===== src/hw/rtl/assert_macros.svh =====
// Assertion macros shared by the RTL modules of the peak suppression block.
// Included by bare file name; expands to nothing when SYNTHESIS is defined.
`ifndef ASSERT_MACROS_SVH
`define ASSERT_MACROS_SVH
`ifndef SYNTHESIS
// Clocked property with a synchronous active-low reset as disable.
`define ASSERT_CLK(label, clk, rst_n, prop) \
  label: assert property (@(posedge clk) disable iff (!rst_n) prop) \
    else $error("clocked property failed");
// Condition that must never be seen at a clock edge.
`define ASSERT_NEVER(label, clk, rst_n, cond) \
  label: assert property (@(posedge clk) disable iff (!rst_n) !(cond)) \
    else $error("forbidden condition seen");
`else
`define ASSERT_CLK(label, clk, rst_n, prop)
`define ASSERT_NEVER(label, clk, rst_n, cond)
`endif
`endif


===== src/hw/rtl/pns_pkg.sv =====
// Shared constants and types of the 5x5 peak noise suppression block.
// No dependencies; imported by every module of the block.
`default_nettype none

package pns_pkg;

  localparam int MAX_LINE_DEF    = 512;
  localparam int CHARGE_BITS_DEF = 14;

  // Line length register and its saturation floor
  localparam int LEN_W           = 10;
  localparam int MIN_LINE        = 5;
  localparam int LINE_LENGTH_RST = 512;
  localparam int MIN_DROP_RST    = 32;

  // Window geometry and line store slots
  localparam int WIN   = 5;
  localparam int SLOTS = 4;

  // Configuration register indexes
  localparam int CFG_IDX_W = 1;
  localparam logic [CFG_IDX_W-1:0] REG_LINE_LENGTH = 1'b0;
  localparam logic [CFG_IDX_W-1:0] REG_MIN_DROP    = 1'b1;

  // Input kind codes
  localparam logic KIND_CELL  = 1'b0;
  localparam logic KIND_FLUSH = 1'b1;

  // Per-item control that travels with the window column
  typedef struct packed {
    logic           emit;
    logic [WIN-1:0] col_mask;
  } pns_meta_t;

endpackage

`default_nettype wire


===== src/hw/rtl/pns_suppress.sv =====
// 5x5 window registers and the sixteen parallel ring compares.
// Shifts in one column per item; result is combinational from the window. Uses pns_pkg.
`default_nettype none

module pns_suppress
  import pns_pkg::*;
#(
  parameter int CHARGE_BITS = CHARGE_BITS_DEF,
  localparam int CELL_W = CHARGE_BITS + 1
) (
  input  wire logic                         clk,
  input  wire logic                         rst_n,
  input  wire logic                         shift_en,
  input  wire logic [WIN-1:0][CELL_W-1:0]   col_cells,
  input  wire pns_meta_t                    meta_in,
  input  wire logic [CHARGE_BITS-1:0]       min_drop,
  output logic                              emit,
  output logic                              keep,
  output logic                              was_peak,
  output logic      [CHARGE_BITS-1:0]       centre_charge
);

  logic [CELL_W-1:0] win_r [WIN][WIN];
  pns_meta_t         meta_r;

  // Shift left along time, newest column enters on the right
  always_ff @(posedge clk) begin
    if (shift_en) begin
      for (int r = 0; r < WIN; r++) begin
        for (int t = 0; t < WIN - 1; t++) begin
          win_r[r][t] <= win_r[r][t + 1];
        end
        win_r[r][WIN-1] <= col_cells[r];
      end
    end
  end

  always_ff @(posedge clk) begin
    if (!rst_n) begin
      meta_r <= '0;
    end else if (shift_en) begin
      meta_r <= meta_in;
    end
  end

  always_comb begin
    logic                   sup;
    logic [CHARGE_BITS-1:0] cq;
    logic [CELL_W-1:0]      oc;
    logic [CELL_W-1:0]      bc;
    int                     br;
    int                     bt;
    sup = 1'b0;
    cq  = win_r[2][2][CHARGE_BITS-1:0];
    for (int r = 0; r < WIN; r++) begin
      for (int t = 0; t < WIN; t++) begin
        // Between cell: offsets clamped into the inner 3x3
        br = (r < 1) ? 1 : ((r > 3) ? 3 : r);
        bt = (t < 1) ? 1 : ((t > 3) ? 3 : t);
        oc = meta_r.col_mask[t]  ? win_r[r][t]   : '0;
        bc = meta_r.col_mask[bt] ? win_r[br][bt] : '0;
        if ((r == 0 || r == WIN - 1 || t == 0 || t == WIN - 1) &&
            oc[CHARGE_BITS] && (oc[CHARGE_BITS-1:0] > cq) &&
            ({1'b0, cq} >= ({1'b0, bc[CHARGE_BITS-1:0]} + {1'b0, min_drop}))) begin
          sup = 1'b1;
        end
      end
    end
    emit          = meta_r.emit;
    was_peak      = win_r[2][2][CHARGE_BITS];
    keep          = win_r[2][2][CHARGE_BITS] && !sup;
    centre_charge = cq;
  end

endmodule

`default_nettype wire

===== config.mk =====
export PLATFORM = sky130hd
export DESIGN_NAME = pns_suppress
export DESIGN_NICKNAME = d
export VERILOG_FILES = /design/src/hw/rtl/assert_macros.svh /design/src/hw/rtl/pns_pkg.sv /design/src/hw/rtl/pns_suppress.sv
export SDC_FILE = /design/constraint.sdc
export NUM_CORES = 1
export LEC_CHECK = 0
export ABC_AREA = 0
export BUFFER_PORTS_ARGS = -buffer_cell sky130_fd_sc_hd__buf_2
export CAP_MARGIN = 0
export CORE_MARGIN = 2
export CORE_UTILIZATION = 45
export DETAILED_ROUTE_END_ITERATION = 16
export HOLD_SLACK_MARGIN = 0.15
export SLEW_MARGIN = 20
export SYNTH_ARGS = -nofsm -noshare
export SYNTH_HDL_FRONTEND = slang
export SYNTH_SLANG_ARGS = --single-unit

===== constraint.sdc =====
create_clock -name clk -period 11.18 [get_ports clk]
set_clock_uncertainty 0.1 [all_clocks]
set_input_delay 0.559 -clock clk [delete_from_list [all_inputs] [get_ports clk]]
set_output_delay 0.559 -clock clk [all_outputs]
set_load 0.005 [all_outputs]

==> impl_metrics.toml, run 1 <==
[placed_design]
port_buffers = 114
place_congestion = 0.912
dp_slack_ps = 5140
dpl.hpwl_um = 49300
dp_cells = 3116
place_area_um2 = 27200

[floorplan]
start_util = 0.456
rows = 87
dieHeight_um = 243
die_x_um = 243
ioPinCount = 115
coreArea_um2 = 56400
dieArea_um2 = 59100

[global_routing]
grt_start_max_net_pins = 180
track_usage = 0.241
grt_pass1_wl_um = 108000
antenna_found_initial = 1
grt_remaining_overflow = 0
first_global_vias = 18785

[synth]
ys_types = 67
netlist_instances = 2270
syn_nets = 2824
synth_top_cell_area_share = 0.438
synth_top_cell_by_area = "edfxtp_1"
synth_seq_cells = 381
syn_area_um2 = 25700
synthFlopType = "edfxtp_1"
synth_warnings = 0
synth_edf_count = 375
yosys-top-cells-area = "edfxtp_1 44%, ha_1 22%, and2_1 7.9%"
synthArstFlopShare = 0
yosysSeqAreaShare = 0.443
avgSynthCellArea_um2 = 11.3

[worst_setup_path]
critPathRequiredTime_ps = 10520
slowest_delay_ps = 750
path_cells = "buf_4, and2_1, ha_1, a21o_1, a21oi_1, o21bai_1, a31oi_1, o211ai_1, a31o_2, a21oi_1, xor2_1, ha_1, a2111oi_0, a22oi_1, o2111ai_1, a21oi_1, o211ai_1, nand4_1, nor4_2, buf_2"
reg2reg_slack_ps = 9090
r2r_end = "meta_r[0]"
slowest_stage = "dfxtp_2"
crit_path_frequent_cell = "a21oi_1"
arrival_ps = 6110
crit-reg2reg-launch = "meta_r[0]"
cp_max_fo = 41
worst-r2r-cell-count = 4
critical_path_class = "flip-flop to output port"
worst_setup_path_start_kind = "flip-flop"
crit_path_end_kind = "output port"

[timing]
worstMarginPinSlew_ps = 1060
fin_crit_ps = 6770
finalHoldViolations = 0
tns_ps = 0
worst_slack_ps = 4410
maxSlewViolCount = 0
maxSlewHeadroom = 0.290
rsz0062_at_grt = "no"
fmax_ghz = 0.148
layout_worst_path_cycle_share = 0.606
finalSetupViolCount = 0

[finish]
register_area_um2 = 11400
area_delta_synth_final_pct = 14.6
multi_input_area_um2 = 13800
fillers = 4990
final_cell_mix = "448 x ha_1, 375 x edfxtp_1, 325 x and2_1, 143 x a21oi_1, 113 x buf_2"
fin_nets = 3044
instances_no_fill = 3284
layout_commonest_cell = "ha_1"
final_area_um2 = 29500
drive_above_1_share = 0.0930

[clock_tree]
clk_path_buf_depth = 3
cts-root-buf = "clkbuf_16"
cts_tree = "done"
h-tree-depth = 2
clkLatencyLatePin_ps = 580
clkTransAtPathRegs_ps = 60
postCtsSetupRepairBufs = 0
clkSinkCount = 381
numCtsBuffers = 46

[routing]
wl_um = 71100
remaining_drc_errors = 0
firstDrtPassIters = 5
dr_total_vias = 18509
wl_per_cell_um = 21.7
drt_iter0_markers = 1188
vias_per_cell = 5.64
ant_nets = 0

[power_and_ir_drop]
leakagePower_nw = 12.7
power.total_w = 0.00382
ir_drop_uv = 127
cellPowerDensity_nw_per_um2 = 130

[flow_run]
maxCapViolCount = 0

[hold_path]
hold_depth = 3
min_to = "meta_r[1]"
min_from = "meta_in[1]"
hold_class = "input pin to flip-flop"

[outcome]
status = "finished clean"
## worst max path at each step
| stage | start | to | slack, ps | cells past startpoint |
|---|---|---|---|---|
| detailed placement | meta_r[3] | keep | 5140 | 20 |
| finish | meta_r[3] | keep | 4410 | 20 |
| global route | meta_r[3] | keep | 4070 | 20 |
| CTS | meta_r[3] | keep | 4480 | 20 |
| floorplan | meta_r[2] | keep | 6570 | 19 |
| global placement | meta_r[3] | keep | 5280 | 20 |
## sequential cells by signal (all words and copies together) (netlist names)
name    count
meta_r      5
win_r     375
emit        1
## per-stage QoR
stage,hold WS (ps),utilization
2_1_floorplan,300,-
3_3_place_gp,301,0.483
3_5_place_dp,305,0.483
4_1_cts,174,0.523
5_1_grt,214,0.523
6_report,202,0.523
## what timing repair did
action / in CTS / in global routing
resized for setup: 0 / 0
setup endpoints to repair: 0 / 0
endpoints found under the hold margin: 79 / 0
hold buffers: 82 / 0
## cell usage after synthesis (all sizes together) (4+ instances only)
| library cell | number |
|---|---|
| a2111oi | 11 |
| a211o | 8 |
| a211oi | 24 |
| a21boi | 7 |
| a21o | 60 |
| a21oi | 143 |
| a31o | 7 |
| a31oi | 14 |
| and2 | 325 |
| and3 | 7 |
| buf | 14 |
| clkbuf | 39 |
| dfxtp | 6 |
| edfxtp | 375 |
| fa | 8 |
| ha | 448 |
| inv | 79 |
| mux2i | 6 |
| nand2 | 97 |
| nand2b | 24 |
| nand3 | 51 |
| nand4 | 45 |
| nor2 | 100 |
| nor2b | 29 |
| nor3 | 27 |
| nor4 | 6 |
| o2111ai | 11 |
| o211ai | 19 |
| o21a | 19 |
| o21ai | 64 |
| o21bai | 21 |
| o221ai | 4 |
| o31a | 7 |
| o31ai | 19 |
| o41ai | 7 |
| or2 | 6 |
| or3 | 8 |
| xnor2 | 42 |
| xor2 | 49 |
## power by group
| group | total (W) | leakage (nW) | switching [W] | internal [W] |
|---|---|---|---|---|
| Combinational | 0.000648 | 8.28 | 0.000377 | 0.000270 |
| Sequential | 0.00174 | 3.72 | 0.0000623 | 0.00168 |
| Clock | 0.00143 | 0.673 | 0.000607 | 0.000823 |
| Total | 0.00382 | 12.7 | 0.00105 | 0.00277 |
## per-layer routing
layer	wire length, um	GRT usage
met2	32900	0.396
met5	0	0
met1	31600	0.317
met3	3230	0.0294
met4	3330	0.113
## cells by family after synthesis
kind of cell,after synthesis,synth area share
xor gates and xnor gates,91,0.0310
adders and majority gates,456,0.224
muxes,6,0.00234
AOI/OAI and AO/OA,470,0.122
and+or+nand+nor,734,0.156
DFF,381,0.443
buffers and inverters,132,0.0213
## cell type report
cell class,count,share of cell area
antenna,2,0.000170
clock buffer,59,0.0418
clock inverter,25,0.00633
inverter,79,0.0101
multi-input combinational,1757,0.468
sequential,381,0.386
tap,756,0.0321
timing repair buffer,225,0.0554
## worst max-delay path, delay by kind of cell, from the launching register on
kind                       cells  cell delay (ps)
AOI/OAI and AO/OA             12             2680
xor gates and xnor gates       1               90
adders and majority gates      2              450
buffers and inverters          2              630
DFF                            1              750
and+or+nand+nor                3              850
Note: power is estimated with default switching activity, not from simulation.
==> inputs of run 2 (changes only) <==
Clock period 11.18 ns to 6.3 ns, I/O delays scaled along.
==> run 2 against run 1 <==
Sequential share of layout area decreased by 0.27 points. Sequential power increased by 77%. Hold slack got worse by 48 ps. Routed wire length about the same. Clock-buffer cell count decreased by 5. Via count increased by 0.24%. Clock power increased by 90%. Final cell count increased by 0.18%. Flip-flop and latch count unchanged. Global-route usage decreased by 0.065 points. Critical path type unchanged. Largest cell class unchanged.
==> impl_metrics.toml, run 2 (synthesis results as in run 1) <==
[outcome]
status = "finished clean"

[routing]
remaining_drc_errors = 0
vias_per_cell = 5.64
wl_per_cell_um = 21.6
dr_total_vias = 18553
ant_nets = 0
wl_um = 71100
drt_iter0_markers = 1098
firstDrtPassIters = 5

[power_and_ir_drop]
ir_drop_uv = 364
power.total_w = 0.00695
leakagePower_nw = 12.8
cellPowerDensity_nw_per_um2 = 234

[global_routing]
track_usage = 0.240
first_global_vias = 18756
grt_start_max_net_pins = 156
busiest_layer = "met2"
grt_pass1_wl_um = 107000
grt_util_met1 = 0.324
use_met3 = 0.0301
antenna_found_initial = 1
use_met2 = 0.394
grt_remaining_overflow = 0

[clock_tree]
h-tree-depth = 2
numCtsBuffers = 46
clkTransAtPathRegs_ps = 60
clkLatencyLatePin_ps = 580
cts-root-buf = "clkbuf_16"
clk_path_buf_depth = 3
cts_tree = "done"
postCtsSetupRepairBufs = 0
clkSinkCount = 381

[worst_setup_path]
worst-r2r-cell-count = 4
reg2reg_slack_ps = 4160
critical_path_class = "flip-flop to output port"
crit-reg2reg-launch = "meta_r[2]"
arrival_ps = 5430
r2r_end = "meta_r[2]"
crit_end = "keep"
crit_path_end_kind = "output port"
worst_setup_path_start_kind = "flip-flop"
cp_max_fo = 42
critPathRequiredTime_ps = 5880
critPathLaunch = "meta_r[3]"

[finish]
area_delta_synth_final_pct = 15.4
instances_no_fill = 3290
layout_commonest_cell = "ha_1"
post-route-util = 0.526
drive_above_1_share = 0.0967
largest-register = "win_r"
largest_reg_flops = 375
fin_nets = 3058
diodes = 0
final_cell_mix = "448 x ha_1, 375 x edfxtp_1, 325 x and2_1, 143 x a21oi_1, 113 x buf_2"

[placed_design]
dp_slack_ps = 940
dp_cells = 3126
place_congestion = 0.931
port_buffers = 114
dpl.hpwl_um = 50100

[timing]
tns_ps = 0
finalSetupViolCount = 0
rsz0062_at_grt = "no"
worst_slack_ps = 460
layout_worst_path_cycle_share = 0.927
finalHoldViolations = 0
maxSlewHeadroom = 0.371
fin_crit_ps = 5840
maxSlewViolCount = 0
fmax_ghz = 0.171
worstMarginPinSlew_ps = 943

[floorplan]
rows = 87
start_util = 0.456
dieArea_um2 = 59100
ioPinCount = 115
dieHeight_um = 243
coreArea_um2 = 56400
die_x_um = 243

[flow_run]
maxCapViolCount = 0

[hold_path]
hold_class = "input pin to flip-flop"
run 2: cell types whose count changed in the layout (fill, tap and decap cells not counted), sizes merged:
cell	delta
buf	+10
bufinv	+5
clkbuf	-5
clkinv	-2
clkinvlp	-4
diode	-2
dlygate4sd3	+4
run 2: area by class of cell:
cell class              count  area (um^2)
clock buffers              54         1200
repair buffers            239         1760
fillers                  4967        26700
multi-input cells        1757        13800
well taps                 756          946
inverters                  79          297
flip-flops and latches    381        11400
clock inverters            24          307
run 2: worst min-delay path by stage:
stage | from | to | slack [ps] | cells after the start
after floorplan | win_r[1][29] | win_r[1][44] | 300 | 0
after global placement | win_r[3][44] | win_r[3][59] | 300 | 0
after detailed placement | win_r[2][29] | win_r[2][44] | 300 | 0
after CTS | shift_en | win_r[0][0] | 180 | 1
after global routing | shift_en | win_r[0][5] | 210 | 1
final | shift_en | win_r[0][0] | 150 | 1
run 2: critical path, stage by stage (launching register included):
cell       delay (ps)
dfxtp_2           340
buf_4             320
and2_1            230
ha_1              240
a21o_1            170
a21oi_1           230
o21bai_1          120
a31oi_1           290
o211ai_1          170
a31o_2            250
a21oi_1           170
xor2_1             90
ha_1              190
a2111oi_0         570
a22oi_1           150
o2111ai_1         120
a21oi_1            60
o211ai_1          300
nand4_1           270
nor4_2            360
buf_2             180
run 2: power by group:
part           internal, W  switching, W  leakage [nW]
Sequential         0.00298     0.0000986          3.72
Combinational     0.000485      0.000679          8.35
Clock              0.00164       0.00107         0.729
run 2: what timing repair did:
item	4_1_cts	5_1_grt
resized for setup	0	1
hold endpoints to repair	81	0
hold buffers	86	0
setup endpoints to repair	0	1
run 2: per-layer routing:
layer | share of wire | routed length, um
met5 | 0.00018 | 13
met4 | 0.040 | 2830
met2 | 0.46 | 32500
met3 | 0.052 | 3730
met1 | 0.45 | 32000
run 2: per-stage QoR:
step,hold slack [ps],area [um^2]
6_report,154,29700
2_1_floorplan,300,25700
5_1_grt,211,29700
3_5_place_dp,305,27300
3_3_place_gp,301,27300
4_1_cts,175,29700
